### config.mk
export PLATFORM = sky130hd
export DESIGN_NAME = frame_send_window_pacer_top
export DESIGN_NICKNAME = d
export VERILOG_FILES = /design/src/hw/rtl/fswp_pkg.sv /design/src/hw/rtl/fswp_alu.sv /design/src/hw/rtl/fswp_window.sv /design/src/hw/rtl/frame_send_window_pacer_top.sv
export SDC_FILE = /design/constraint.sdc
export NUM_CORES = 1
export LEC_CHECK = 0
export BUFFER_PORTS_ARGS = -buffer_cell sky130_fd_sc_hd__buf_2
export CAP_MARGIN = 30
export CELL_PAD_IN_SITES_DETAIL_PLACEMENT = 0
export CELL_PAD_IN_SITES_GLOBAL_PLACEMENT = 1
export CORE_MARGIN = 2
export CORE_UTILIZATION = 50
export CTS_BUF_LIST = sky130_fd_sc_hd__clkbuf_8
export DETAILED_ROUTE_END_ITERATION = 12
export PLACE_DENSITY_LB_ADDON = 0.1
export SLEW_MARGIN = 40
export SYNTH_ARGS = -nofsm -noshare
export SYNTH_HDL_FRONTEND = slang
export SYNTH_SLANG_ARGS = --single-unit
### constraint.sdc
create_clock -name clk -period 42.4 [get_ports clk]
set_input_delay 4.24 -clock clk [delete_from_list [all_inputs] [get_ports clk]]
set_output_delay 4.24 -clock clk [all_outputs]
set_load 0.01 [all_outputs]
### src/hw/rtl/fswp_pkg.sv
package fswp_pkg;

    // default window size
    localparam int WINDOW_DEPTH_DEF = 4;

    // field widths
    localparam int CMD_W     = 3;
    localparam int HANDLE_W  = 16;
    localparam int WORD64_W  = 64;
    localparam int ID_W      = 32;
    localparam int TICK_W    = 32;
    localparam int MIF_W     = 3;
    localparam int TMO_W     = 16;
    localparam int STATUS_W  = 2;
    localparam int CFG_IDX_W = 1;
    localparam int CFG_W     = 16;

    // command codes
    localparam logic [CMD_W-1:0] CMD_OFFER      = 3'd0;
    localparam logic [CMD_W-1:0] CMD_ACK        = 3'd1;
    localparam logic [CMD_W-1:0] CMD_TICK       = 3'd2;
    localparam logic [CMD_W-1:0] CMD_SEND       = 3'd3;
    localparam logic [CMD_W-1:0] CMD_DISCONNECT = 3'd4;
    localparam logic [CMD_W-1:0] CMD_STOP       = 3'd5;

    // offer status codes
    localparam logic [STATUS_W-1:0] ST_QUEUED   = 2'd0;
    localparam logic [STATUS_W-1:0] ST_REPLACED = 2'd1;
    localparam logic [STATUS_W-1:0] ST_RESYNC   = 2'd2;
    localparam logic [STATUS_W-1:0] ST_STOPPED  = 2'd3;

    // configuration register indexes
    localparam logic [CFG_IDX_W-1:0] REG_MAX_IN_FLIGHT = 1'b0;
    localparam logic [CFG_IDX_W-1:0] REG_ACK_TIMEOUT   = 1'b1;

    localparam logic [MIF_W-1:0] MIF_RESET = 3'd2;
    localparam logic [TMO_W-1:0] TMO_RESET = 16'd1000;
    localparam logic [ID_W-1:0]  ID_FIRST  = 32'd1;

    typedef struct packed {
        logic [CMD_W-1:0]    command;
        logic [HANDLE_W-1:0] buffer_handle;
        logic [WORD64_W-1:0] stream_tag;
        logic [WORD64_W-1:0] timestamp_us;
        logic                key_frame;
        logic                h264;
        logic [ID_W-1:0]     frame_id;
        logic                send_ok;
    } in_item_t;

    typedef struct packed {
        logic                kind;
        logic [STATUS_W-1:0] status;
        logic                hit;
        logic [ID_W-1:0]     out_frame_id;
        logic [HANDLE_W-1:0] out_handle;
        logic [WORD64_W-1:0] out_stream_id;
        logic [WORD64_W-1:0] out_timestamp_us;
        logic                out_key_frame;
        logic [TICK_W-1:0]   latency_ticks;
        logic                last;
    } result_t;

    // window store operations
    typedef struct packed {
        logic clear;
        logic push;
        logic shift;
        logic dec;
    } win_ctl_t;

endpackage

### src/hw/rtl/fswp_alu.sv
module fswp_alu
    import fswp_pkg::*;
(
    input  logic [ID_W-1:0] a,
    input  logic [ID_W-1:0] b,
    output logic            eq,
    output logic [ID_W-1:0] diff
);

    // shared id compare and tick difference
    assign eq   = (a == b);
    assign diff = a - b;

endmodule

### src/hw/rtl/fswp_window.sv
module fswp_window
    import fswp_pkg::*;
#(
    parameter int WINDOW_DEPTH = WINDOW_DEPTH_DEF,
    parameter int CW = $clog2(WINDOW_DEPTH + 1),
    parameter int IW = (WINDOW_DEPTH > 1) ? $clog2(WINDOW_DEPTH) : 1
)
(
    input  logic              clk,
    input  logic              rst_n,
    input  win_ctl_t          ctl,
    input  logic [IW-1:0]     rd_idx,
    input  logic [IW-1:0]     wr_idx,
    input  logic [ID_W-1:0]   push_id,
    input  logic [TICK_W-1:0] push_time,
    output logic [ID_W-1:0]   rd_id,
    output logic [TICK_W-1:0] rd_sent,
    output logic [CW-1:0]     count
);

    logic [ID_W-1:0]   ids_reg  [WINDOW_DEPTH];
    logic [TICK_W-1:0] sent_reg [WINDOW_DEPTH];
    logic [CW-1:0]     count_reg;
    logic [CW-1:0]     count_next;

    assign rd_id   = ids_reg[rd_idx];
    assign rd_sent = sent_reg[rd_idx];
    assign count   = count_reg;

    always_comb
    begin
        count_next = count_reg;
        priority if (ctl.clear)
        begin
            count_next = '0;
        end
        else if (ctl.push)
        begin
            count_next = count_reg + 1'b1;
        end
        else if (ctl.dec)
        begin
            count_next = count_reg - 1'b1;
        end
    end

    always_ff @(posedge clk or negedge rst_n)
    begin
        if (!rst_n)
        begin
            count_reg <= '0;
        end
        else
        begin
            count_reg <= count_next;
        end
    end

    // entries hold no reset, only slots below count are read
    always_ff @(posedge clk)
    begin
        if (ctl.push)
        begin
            ids_reg[count_reg[IW-1:0]]  <= push_id;
            sent_reg[count_reg[IW-1:0]] <= push_time;
        end
        else if (ctl.shift)
        begin
            ids_reg[wr_idx]  <= rd_id;
            sent_reg[wr_idx] <= rd_sent;
        end
    end

endmodule

### src/hw/rtl/frame_send_window_pacer_top.sv
// latency: report on the cycle after the take for offer, stop, disconnect and items with no
//   window walk; a tick on a busy window adds a compare step, and on expiry a shift of each
//   later entry down; ack and failed send scan one entry per cycle, then on a hit ack takes
//   its latency and both close the gap; a new item is taken only once back in idle; a dispatch
//   strobes the cycle after its report; the single compare/subtract unit walks the window
// reset: async active low, slot and window empty, next id 1, tick count 0; no result stall
module frame_send_window_pacer_top
    import fswp_pkg::*;
#(
    parameter int WINDOW_DEPTH = WINDOW_DEPTH_DEF
)
(
    input  logic                 clk,
    input  logic                 rst_n,
    input  logic                 start,
    output logic                 busy,
    input  in_item_t             item,
    output logic                 done,
    output result_t              result,
    input  logic                 cfg_we,
    input  logic [CFG_IDX_W-1:0] cfg_index,
    input  logic [CFG_W-1:0]     cfg_wdata
);

    localparam int CW = $clog2(WINDOW_DEPTH + 1);
    localparam int IW = (WINDOW_DEPTH > 1) ? $clog2(WINDOW_DEPTH) : 1;
    localparam int LW = (CW > MIF_W) ? CW : MIF_W;

    // sequencer states
    typedef enum logic [6:0] {
        S_IDLE   = 7'b0000001,
        S_SCAN   = 7'b0000010,
        S_LAT    = 7'b0000100,
        S_CHECK  = 7'b0001000,
        S_SHIFT  = 7'b0010000,
        S_REPORT = 7'b0100000,
        S_DISP   = 7'b1000000
    } state_t;

    state_t state_reg, state_next;

    // per-item context
    logic [CMD_W-1:0]    cmd_reg;
    logic [ID_W-1:0]     fid_reg;
    logic [CW-1:0]       ptr_reg, ptr_next;
    logic                hit_reg, hit_next;
    logic [STATUS_W-1:0] status_reg, status_next;
    logic [TICK_W-1:0]   latency_reg, latency_next;

    // architectural state
    logic                stopped_reg, stopped_next;
    logic                slot_valid_reg, slot_valid_next;
    logic [HANDLE_W-1:0] slot_handle_reg;
    logic [WORD64_W-1:0] slot_stream_reg;
    logic [WORD64_W-1:0] slot_time_reg;
    logic                slot_key_reg;
    logic [ID_W-1:0]     next_id_reg, next_id_next;
    logic [TICK_W-1:0]   now_reg, now_next;
    logic [MIF_W-1:0]    mif_reg;
    logic [TMO_W-1:0]    tmo_reg;

    // window and shared unit wiring
    win_ctl_t          win_ctl;
    logic [IW-1:0]     rd_idx;
    logic [IW-1:0]     wr_idx;
    logic [ID_W-1:0]   rd_id;
    logic [TICK_W-1:0] rd_sent;
    logic [CW-1:0]     count;
    logic [ID_W-1:0]   alu_a, alu_b;
    logic              alu_eq;
    logic [ID_W-1:0]   alu_diff;

    logic              accept;
    logic              offer_load;
    logic [CW-1:0]     ptr_inc;
    logic [LW-1:0]     mif_ext;
    logic [LW-1:0]     lim;
    logic              disp_ok;
    logic [ID_W-1:0]   id_inc;

    assign accept  = start && (state_reg == S_IDLE);
    assign busy    = (state_reg != S_IDLE);
    assign ptr_inc = ptr_reg + 1'b1;
    assign id_inc  = next_id_reg + 1'b1;

    // offer replaces the slot unless stopped or an h264 delta meets a waiting frame
    assign offer_load = accept && (item.command == CMD_OFFER) && !stopped_reg
                        && !(slot_valid_reg && item.h264 && !item.key_frame);

    // effective in-flight limit, clamped to 1..WINDOW_DEPTH
    assign mif_ext = LW'(mif_reg);
    always_comb
    begin
        priority if (mif_reg == '0)
        begin
            lim = LW'(1);
        end
        else if (mif_ext > LW'(WINDOW_DEPTH))
        begin
            lim = LW'(WINDOW_DEPTH);
        end
        else
        begin
            lim = mif_ext;
        end
    end

    assign disp_ok = !stopped_reg && slot_valid_reg && (LW'(count) < lim);

    fswp_alu u_alu (
        .a    (alu_a),
        .b    (alu_b),
        .eq   (alu_eq),
        .diff (alu_diff)
    );

    fswp_window #(
        .WINDOW_DEPTH (WINDOW_DEPTH),
        .CW           (CW),
        .IW           (IW)
    ) u_window (
        .clk       (clk),
        .rst_n     (rst_n),
        .ctl       (win_ctl),
        .rd_idx    (rd_idx),
        .wr_idx    (wr_idx),
        .push_id   (next_id_reg),
        .push_time (now_reg),
        .rd_id     (rd_id),
        .rd_sent   (rd_sent),
        .count     (count)
    );

    // sequencer
    always_comb
    begin
        state_next      = state_reg;
        ptr_next        = ptr_reg;
        hit_next        = hit_reg;
        status_next     = status_reg;
        latency_next    = latency_reg;
        stopped_next    = stopped_reg;
        slot_valid_next = slot_valid_reg;
        next_id_next    = next_id_reg;
        now_next        = now_reg;
        win_ctl         = '0;
        rd_idx          = ptr_reg[IW-1:0];
        wr_idx          = ptr_reg[IW-1:0];
        alu_a           = rd_id;
        alu_b           = fid_reg;

        unique case (state_reg)
            S_IDLE:
            begin
                if (accept)
                begin
                    ptr_next     = '0;
                    hit_next     = 1'b0;
                    status_next  = ST_QUEUED;
                    latency_next = '0;
                    state_next   = S_REPORT;
                    priority case (item.command)
                        CMD_OFFER:
                        begin
                            priority if (stopped_reg)
                            begin
                                status_next = ST_STOPPED;
                            end
                            else if (slot_valid_reg && item.h264 && !item.key_frame)
                            begin
                                status_next     = ST_RESYNC;
                                slot_valid_next = 1'b0;
                            end
                            else
                            begin
                                status_next     = slot_valid_reg ? ST_REPLACED : ST_QUEUED;
                                slot_valid_next = 1'b1;
                            end
                        end
                        CMD_ACK:
                        begin
                            if ((item.frame_id != '0) && (count != '0))
                            begin
                                state_next = S_SCAN;
                            end
                        end
                        CMD_TICK:
                        begin
                            now_next = now_reg + 1'b1;
                            if (count != '0)
                            begin
                                state_next = S_CHECK;
                            end
                        end
                        CMD_SEND:
                        begin
                            if (!item.send_ok && (count != '0))
                            begin
                                state_next = S_SCAN;
                            end
                        end
                        CMD_DISCONNECT:
                        begin
                            slot_valid_next = 1'b0;
                            win_ctl.clear   = 1'b1;
                        end
                        CMD_STOP:
                        begin
                            if (!stopped_reg)
                            begin
                                stopped_next    = 1'b1;
                                slot_valid_next = 1'b0;
                                win_ctl.clear   = 1'b1;
                            end
                        end
                        default:
                        begin
                            state_next = S_REPORT;
                        end
                    endcase
                end
            end
            S_SCAN:
            begin
                // one window entry compared per cycle
                if (ptr_reg < count)
                begin
                    if (alu_eq)
                    begin
                        hit_next   = 1'b1;
                        state_next = (cmd_reg == CMD_ACK) ? S_LAT : S_SHIFT;
                    end
                    else
                    begin
                        ptr_next = ptr_inc;
                    end
                end
                else
                begin
                    state_next = S_REPORT;
                end
            end
            S_LAT:
            begin
                alu_a        = now_reg;
                alu_b        = rd_sent;
                latency_next = alu_diff;
                state_next   = S_SHIFT;
            end
            S_CHECK:
            begin
                // oldest entry expires when its age reaches the timeout
                rd_idx = '0;
                alu_a  = now_reg;
                alu_b  = rd_sent;
                if (alu_diff >= ID_W'(tmo_reg))
                begin
                    hit_next   = 1'b1;
                    ptr_next   = '0;
                    state_next = S_SHIFT;
                end
                else
                begin
                    state_next = S_REPORT;
                end
            end
            S_SHIFT:
            begin
                // close the gap one entry per cycle
                rd_idx = ptr_inc[IW-1:0];
                if (ptr_inc < count)
                begin
                    win_ctl.shift = 1'b1;
                    ptr_next      = ptr_inc;
                end
                else
                begin
                    win_ctl.dec = 1'b1;
                    state_next  = S_REPORT;
                end
            end
            S_REPORT:
            begin
                state_next = disp_ok ? S_DISP : S_IDLE;
            end
            S_DISP:
            begin
                win_ctl.push    = 1'b1;
                slot_valid_next = 1'b0;
                next_id_next    = (id_inc == '0) ? ID_FIRST : id_inc;
                state_next      = S_IDLE;
            end
            default:
            begin
                state_next = S_IDLE;
            end
        endcase
    end

    // control state
    always_ff @(posedge clk or negedge rst_n)
    begin
        if (!rst_n)
        begin
            state_reg      <= S_IDLE;
            ptr_reg        <= '0;
            hit_reg        <= 1'b0;
            status_reg     <= ST_QUEUED;
            latency_reg    <= '0;
            stopped_reg    <= 1'b0;
            slot_valid_reg <= 1'b0;
            next_id_reg    <= ID_FIRST;
            now_reg        <= '0;
            mif_reg        <= MIF_RESET;
            tmo_reg        <= TMO_RESET;
        end
        else
        begin
            state_reg      <= state_next;
            ptr_reg        <= ptr_next;
            hit_reg        <= hit_next;
            status_reg     <= status_next;
            latency_reg    <= latency_next;
            stopped_reg    <= stopped_next;
            slot_valid_reg <= slot_valid_next;
            next_id_reg    <= next_id_next;
            now_reg        <= now_next;
            if (cfg_we)
            begin
                unique case (cfg_index)
                    REG_MAX_IN_FLIGHT: mif_reg <= cfg_wdata[MIF_W-1:0];
                    REG_ACK_TIMEOUT:   tmo_reg <= cfg_wdata[TMO_W-1:0];
                    default:           mif_reg <= mif_reg;
                endcase
            end
        end
    end

    // item payload, slot contents only matter while the slot is valid
    always_ff @(posedge clk)
    begin
        if (accept)
        begin
            cmd_reg <= item.command;
            fid_reg <= item.frame_id;
        end
        if (offer_load)
        begin
            slot_handle_reg <= item.buffer_handle;
            slot_stream_reg <= item.stream_tag;
            slot_time_reg   <= item.timestamp_us;
            slot_key_reg    <= item.key_frame;
        end
    end

    // result strobe: report, then an optional dispatch in the next cycle
    assign done = (state_reg == S_REPORT) || (state_reg == S_DISP);

    always_comb
    begin
        result = '0;
        if (state_reg == S_REPORT)
        begin
            result.status        = status_reg;
            result.hit           = hit_reg;
            result.latency_ticks = latency_reg;
            result.last          = !disp_ok;
        end
        else if (state_reg == S_DISP)
        begin
            result.kind             = 1'b1;
            result.out_frame_id     = next_id_reg;
            result.out_handle       = slot_handle_reg;
            result.out_stream_id    = slot_stream_reg;
            result.out_timestamp_us = slot_time_reg;
            result.out_key_frame    = slot_key_reg;
            result.last             = 1'b1;
        end
    end

`ifndef SYNTHESIS
    // results only appear while an item is being worked on
    a_done_busy: assert property (@(posedge clk) disable iff (!rst_n)
        done |-> busy)
        else $error("result strobe while idle");

    // a report that is not last is always followed by a dispatch
    a_disp_follows: assert property (@(posedge clk) disable iff (!rst_n)
        (done && !result.last) |=> (done && result.kind && result.last))
        else $error("missing dispatch after report");

    // window never holds more than its depth
    a_count_bound: assert property (@(posedge clk) disable iff (!rst_n)
        (count <= CW'(WINDOW_DEPTH)))
        else $error("window overflow");

    // a dispatched frame never carries id zero
    a_id_nonzero: assert property (@(posedge clk) disable iff (!rst_n)
        (done && result.kind) |-> (result.out_frame_id != '0))
        else $error("dispatch with id zero");
`endif

endmodule
==> flow_summary.toml, run 1 <==
[synthesis]
synthArstFlopShare_pct = 23.4
synth_adder_area_share_pct = 2.77
netlist.area_leader.share_pct = 49.0
ys.warnings.count = 0
synth.area.top_cells = "edfxtp_1 49%, dfrtp_1 12%, nand2_1 5.1%"
muxShareOfSynthArea_pct = 1.20
syn_nets = 2727
ys_dominant_reg_cell = "edfxtp_1"
synth_edf_count = 436
synth_compound_area_share_pct = 8.42
ys_seq_area_share_pct = 61.5
synthSimpleGateAreaFrac_pct = 20.5
syn_inst = 2466
yosysUniqueCellTypes = 73
syn_area_um2 = 26700
synth.avg_cell_area_um2 = 10.8
ys_seq_elements = 569
yosysTopAreaCell = "edfxtp_1"
synthXorXnorAreaFrac_pct = 3.15
synth_top_family_by_area = "simple AND/OR/NAND/NOR gates"

[run]
maxCapViolations = 0

[sta]
worst_pin_slew_ps = 873
rsz0062_at_grt = "false"
finalHoldViolations = 0
maxSlewHeadroom_pct = 41.8
fin_crit_ps = 8130
finalCritPeriodShare_pct = 19.2
fin_skew_ps = 22.6
drv_slew = 0
setup_viol = 0
setup_tns_ps = 0
hold-worst-slack_ps = 479
fmax_ghz = 0.123

[setup_path]
critical_path.slowest_cell = "buf_4"
timing.critical_path.slowest_cell_delay_ps = 700
regToRegStartpoint = "state_reg[6]$_DFFE_PN0P_"
worstPathArrival_ps = 8750
rrSetupSlack_ps = 34270
crit_family = "simple AND/OR/NAND/NOR gates"
crit_path_max_fanout = 67
worstRegToRegCells = 25
required_ps = 43020
crit_path_end_kind = "flip-flop"
rr_endpoint = "ptr_reg[2]$_DFFE_PN0P_"
cp.depth = 25
crit_buf_inv = 2
crit_type = "flip-flop to flip-flop"
crit_path_start_kind = "flip-flop"

[power]
power_frac_seq_pct = 43.9
power.switching_uw = 468
p_per_area_nw_per_um2 = 46.4
switching_share_pct = 32.1
p_comb_share_pct = 22.9
p_int_uw = 988
power_frac_clock_pct = 33.1
ir_worst_vdd_uv = 27.1
p_leak_uw = 0.0127

[finish]
regArea_um2 = 16400
fin_util_pct = 59.6
syn2layout_area_growth_pct = 17.4
stdcell_count = 3641
drive_gt1_share_pct = 21.4
fin_nets = 3130
multi_input_area_um2 = 9730
n_fill_cell = 4373
design_area_um2 = 31400

[routing]
initialDrtViolationCount = 1624
num_vias = 20200
wire_per_inst_um = 20.9
dr.pass1.iters = 5
antenna_left = 0
viasPerCell = 5.55
routed_wl_um = 76000
drc_errors = 0

[place]
place_inst = 3461
dp_hpwl_um = 53300
place_area_um2 = 29500
port_buffers = 418
gp_congestion = 0.920

[clocking]
ctsHtreeMaxLevel = 3
cts_made_buffers = 94
post_cts_buffers = 0
ctsHoldBuffers = 0
clk_pin_slew_worst_paths_ps = 60
cts_tree = "done"
cts.path.max_buffers = 3
cts_root_buf = "clkbuf_8"
clock_latency_ps = 700
cts_resized = 0
tritoncts_num_sinks = 569

[grt]
overflow = 0
grt_pass1_wl_um = 116000
grt_max_degree = 115
grt_pass1_vias = 20100
antenna_found_initial = 9
track_usage_pct = 27.2

[floorplanning]
die_h_um = 235
coreArea_um2 = 52700
std_cell_rows = 84
start_util_pct = 50.7
die_area_um2 = 55300
die_width_um = 235
io_pins = 419

[worst_hold_path]
worstHoldStart = "latency_reg[28]$_DFFE_PN0P_"
hold_end = "latency_reg[28]$_DFFE_PN0P_"
holdPathStages = 2
hold_path.class = "flip-flop to flip-flop"

[outcome]
status = "finished clean"
==> through the flow <==
step,total power (uW),setup WS (ps)
after CTS,1470,34200
final,1460,34270
after floorplan,870,22990
after detailed placement,983,34350
after global placement,977,34520
after global routing,1530,33670
==> power by group through the flow <==
stage	registers, uW	clock network, uW	logic, uW
2_1_floorplan	644	0	226
3_3_place_gp	650	0	327
3_5_place_dp	650	0	333
4_1_cts	640	493	334
5_1_grt	641	516	370
6_report	640	482	334
==> final cells by class <==
type                            count  share of cell area, %
Timing Repair Buffer              440                   7.35
Clock buffer                      102                   4.48
Multi-Input combinational cell   1724                   31.0
Clock inverter                     75                   1.52
Sequential cell                   569                   52.4
Tap cell                          688                   2.74
Antenna cell                        3                 0.0239
Inverter                           40                  0.487
==> routing by layer <==
metal	track usage [%]	wire length [um]
met3	6.92	5560
met2	43.6	35600
met5	0	62
met1	35.5	31600
met4	11.1	3120
==> cell usage in the layout (no fill, tap or decap), types with 71 or more instances in the layout <==
| master | n |
|---|---|
| a21oi_1 | 95 |
| and2_1 | 213 |
| buf_2 | 417 |
| clkbuf_8 | 102 |
| dfrtp_1 | 124 |
| edfxtp_1 | 436 |
| inv_1 | 71 |
| nand2_1 | 363 |
| nand3_1 | 131 |
| nor2_1 | 291 |
| o21ai_0 | 213 |
==> worst register-to-register path, stage by stage (launching register included) <==
cell and delay (ps):
dfrtp_1 460, nor4_4 590, nand2_1 260, a221oi_4 340, buf_4 630, buf_4 720, nand2_1 170, nand3_1 110
o21ai_0 200, o21ai_0 430, ha_1 310, nand2_1 110, a211oi_1 430, o21ai_0 240, o31ai_1 620, xor2_1 240
ha_1 270, and3_1 200, nand3_1 80, a2111oi_0 60, o21ai_0 200, nand2_1 90, nor4b_1 220, nor4bb_1 580
and4_4 370, o21ba_1 140
==> how the worst max path moves through the flow <==
stage	startpoint	end	slack, ps
6_report	state_reg[6]$_DFFE_PN0P_	ptr_reg[2]$_DFFE_PN0P_	34270
5_1_grt	state_reg[6]$_DFFE_PN0P_	ptr_reg[0]$_DFFE_PN0P_	33670
4_1_cts	state_reg[3]$_DFFE_PN0P_	result[84]	34200
3_5_place_dp	state_reg[6]$_DFFE_PN0P_	ptr_reg[0]$_DFFE_PN0P_	34350
3_3_place_gp	state_reg[6]$_DFFE_PN0P_	ptr_reg[0]$_DFFE_PN0P_	34520
2_1_floorplan	item[179]	slot_handle_reg[0]$_DFFE_PP_	22990
==> cells in the mapped netlist, drive strengths merged (5+ instances only) <==
master and number:
mux2 24, o31ai 6, buf 18, and2 213, nand3 131, a21o 11, mux2i 5, o21a 6
a22o 7, and4 8, dfstp 9, a211oi 6, nor2 293, xor2 35, a221o 7, o21ai 216
nand2b 10, nor4b 5, nor2b 7, nor3b 6, nor3 19, edfxtp 436, nor4 20, nand2 364
xnor2 61, dfrtp 124, inv 40, ha 56, a21oi 96, nand4 28, clkbuf 115, and3 24
==> logic make-up after synthesis <==
| family | count (synthesis) |
|---|---|
| AND/OR/NAND/NOR | 1147 |
| flip-flops | 569 |
| AO/OA/AOI/OAI | 394 |
| buffers and inverters | 173 |
| XOR/XNOR | 96 |
| adder cells (fa/ha/maj) | 58 |
| multiplexers | 29 |
No activity file was read; power rests on OpenSTA's default activity.
==> inputs of run 2 (changes only) <==
--- a/config.mk
+++ b/config.mk
@@ -10,7 +10,7 @@
 export CELL_PAD_IN_SITES_DETAIL_PLACEMENT = 0
 export CELL_PAD_IN_SITES_GLOBAL_PLACEMENT = 1
 export CORE_MARGIN = 2
-export CORE_UTILIZATION = 50
+export CORE_UTILIZATION = 46
 export CTS_BUF_LIST = sky130_fd_sc_hd__clkbuf_8
 export DETAILED_ROUTE_END_ITERATION = 12
 export PLACE_DENSITY_LB_ADDON = 0.1
==> constraint.sdc (replaced) <==
create_clock -name clk -period 8.1 [get_ports clk]
set_input_delay 0.81 -clock clk [delete_from_list [all_inputs] [get_ports clk]]
set_output_delay 0.81 -clock clk [all_outputs]
set_load 0.01 [all_outputs]
==> run 2 against run 1 <==
Non-clock buffer count grew 8. Die area rose by 8.5%. Wire length about the same. Sequential power rose to 5.2 times the previous value. Hold slack lost 330 ps. Register-to-register slack got worse by 33000 ps. Utilization is 4.6 points lower. Count of clock-buffer cells in the layout is 9 higher.
==> flow_summary.toml, run 2 (synthesized netlist as in run 1, its figures left out) <==
[setup_path]
regToRegStartpoint = "state_reg[6]$_DFFE_PN0P_"
crit_path_start_kind = "flip-flop"
rr_endpoint = "ptr_reg[2]$_DFFE_PN0P_"
timing.critical_path.slowest_cell_delay_ps = 580
rrSetupSlack_ps = 850
crit_type = "flip-flop to flip-flop"
required_ps = 8730
critical_path.slowest_cell = "nor4_4"
crit_path_max_fanout = 37
worstPathArrival_ps = 7890
worstRegToRegCells = 27
crit_path_end_kind = "flip-flop"

[clocking]
clk_pin_slew_worst_paths_ps = 60
cts_root_buf = "clkbuf_8"
cts.path.max_buffers = 3
cts_made_buffers = 96
ctsHtreeMaxLevel = 3
post_cts_buffers = 0
cts_tree = "done"
cts_resized = 0
ctsHoldBuffers = 0
clock_latency_ps = 730
tritoncts_num_sinks = 569

[finish]
syn2layout_area_growth_pct = 18.4
n_fill_cell = 5107
design_area_um2 = 31600
fin_nets = 3140
layout_common_cells = "436 x edfxtp_1, 417 x buf_2, 363 x nand2_1"
final_common_cell = "edfxtp_1"
drive_gt1_share_pct = 21.8

[floorplanning]
coreArea_um2 = 57600
io_pins = 419
die_width_um = 245
start_util_pct = 46.4
die_h_um = 245
die_area_um2 = 60000
std_cell_rows = 88

[power]
power_frac_seq_pct = 43.6
power.switching_uw = 2470
p_int_uw = 5220
switching_share_pct = 32.1
p_comb_share_pct = 22.8
power_frac_clock_pct = 33.6
p_per_area_nw_per_um2 = 243
total_power_uw = 7690
p_leak_uw = 0.0128
ir_worst_vdd_uv = 166

[run]
maxCapViolations = 0

[sta]
drv_slew = 0
finalHoldViolations = 0
worst_pin_slew_ps = 794
setup_tns_ps = 0
setup_viol = 0
fin_skew_ps = 41.4
rsz0062_at_grt = "false"
fin_crit_ps = 7250
finalCritPeriodShare_pct = 89.5
fmax_ghz = 0.138
maxSlewHeadroom_pct = 47.1

[routing]
initialDrtViolationCount = 1407
wire_per_inst_um = 20.4
num_vias = 19900
viasPerCell = 5.33
drc_errors = 0
routed_wl_um = 76000
dr.pass1.iters = 6
antenna_left = 0

[place]
port_buffers = 418
dp_hpwl_um = 52600
gp_congestion = 0.935
place_area_um2 = 29600

[grt]
antenna_found_initial = 1
overflow = 0
grt_pass1_wl_um = 116000
grt_pass1_vias = 20000
track_usage_pct = 25.3
grt_max_degree = 121

[worst_hold_path]
hold_path.class = "input port to async pin"

[outcome]
status = "finished clean"
[run 2: changes by cell type in the layout (fill, tap and decap cells not counted), sizes merged]
cell    change
bufinv      -2
buf         +7
diode       -2
clkbuf     +10
clkinv      +4
inv         -6
[run 2: area by class of cell]
type | instances | area, um^2 | area share [%]
Sequential cell | 569 | 16400 | 51.9
Multi-Input combinational cell | 1724 | 9730 | 30.8
Timing Repair Buffer | 448 | 2400 | 7.60
Clock buffer | 111 | 1530 | 4.83
Tap cell | 765 | 957 | 3.03
Clock inverter | 71 | 430 | 1.36
Inverter | 40 | 153 | 0.482
Antenna cell | 1 | 2.50 | 0.00791
[run 2: worst max-delay path by stage]
stage                        startpoint  slack, ps                               end  cells past startpoint
2_1_floorplan  state_reg[6]$_DFFE_PN0P_        800  u_window.ids_reg[1][0]$_DFFE_PP_                      7
4_1_cts        state_reg[6]$_DFFE_PN0P_        940            ptr_reg[2]$_DFFE_PN0P_                     27
5_1_grt        state_reg[6]$_DFFE_PN0P_        330            ptr_reg[2]$_DFFE_PN0P_                     25
3_5_place_dp   state_reg[6]$_DFFE_PN0P_        990            ptr_reg[2]$_DFFE_PN0P_                     27
6_report       state_reg[6]$_DFFE_PN0P_        850            ptr_reg[2]$_DFFE_PN0P_                     27
3_3_place_gp     ptr_reg[0]$_DFFE_PN0P_       1050            ptr_reg[0]$_DFFE_PN0P_                     24
[run 2: per-layer routing]
| layer | vias to the layer above | wire [um] | track usage [%] |
|---|---|---|---|
| li1 | 9531 | - | - |
| met1 | 9619 | 32700 | 33.1 |
| met2 | 609 | 36800 | 42.2 |
| met3 | 115 | 4850 | 5.87 |
| met4 | 0 | 1670 | 7.08 |
| met5 | - | 0 | 0 |
[run 2: critical path, delay by kind of cell (launching register included)]
kind                     cells  cell delay [ps]
XOR/XNOR                     1              190
adder cells (fa/ha/maj)      3              860
AO/OA/AOI/OAI               10             2320
buffers and inverters        3              720
flip-flops                   1              460
AND/OR/NAND/NOR             10             2610
[run 2: power groups by stage]
stage | clock, uW | combinational [uW] | sequential [uW]
floorplan | 0 | 1190 | 3370
global placement | 0 | 1730 | 3410
detailed placement | 0 | 1760 | 3400
CTS | 2640 | 1770 | 3350
global route | 2770 | 1960 | 3360
finish | 2580 | 1760 | 3350
[run 2: per-stage QoR]
step                      util, %  cells  setup WS [ps]  hold slack, ps
final                        54.9   3729            849             144
after global routing         54.9   3729            326             159
after CTS                    54.9   3727            944             137
after detailed placement     51.5   3545            993             477
after global placement       51.4   3543           1050             475
after floorplan                 -   2466            796             440
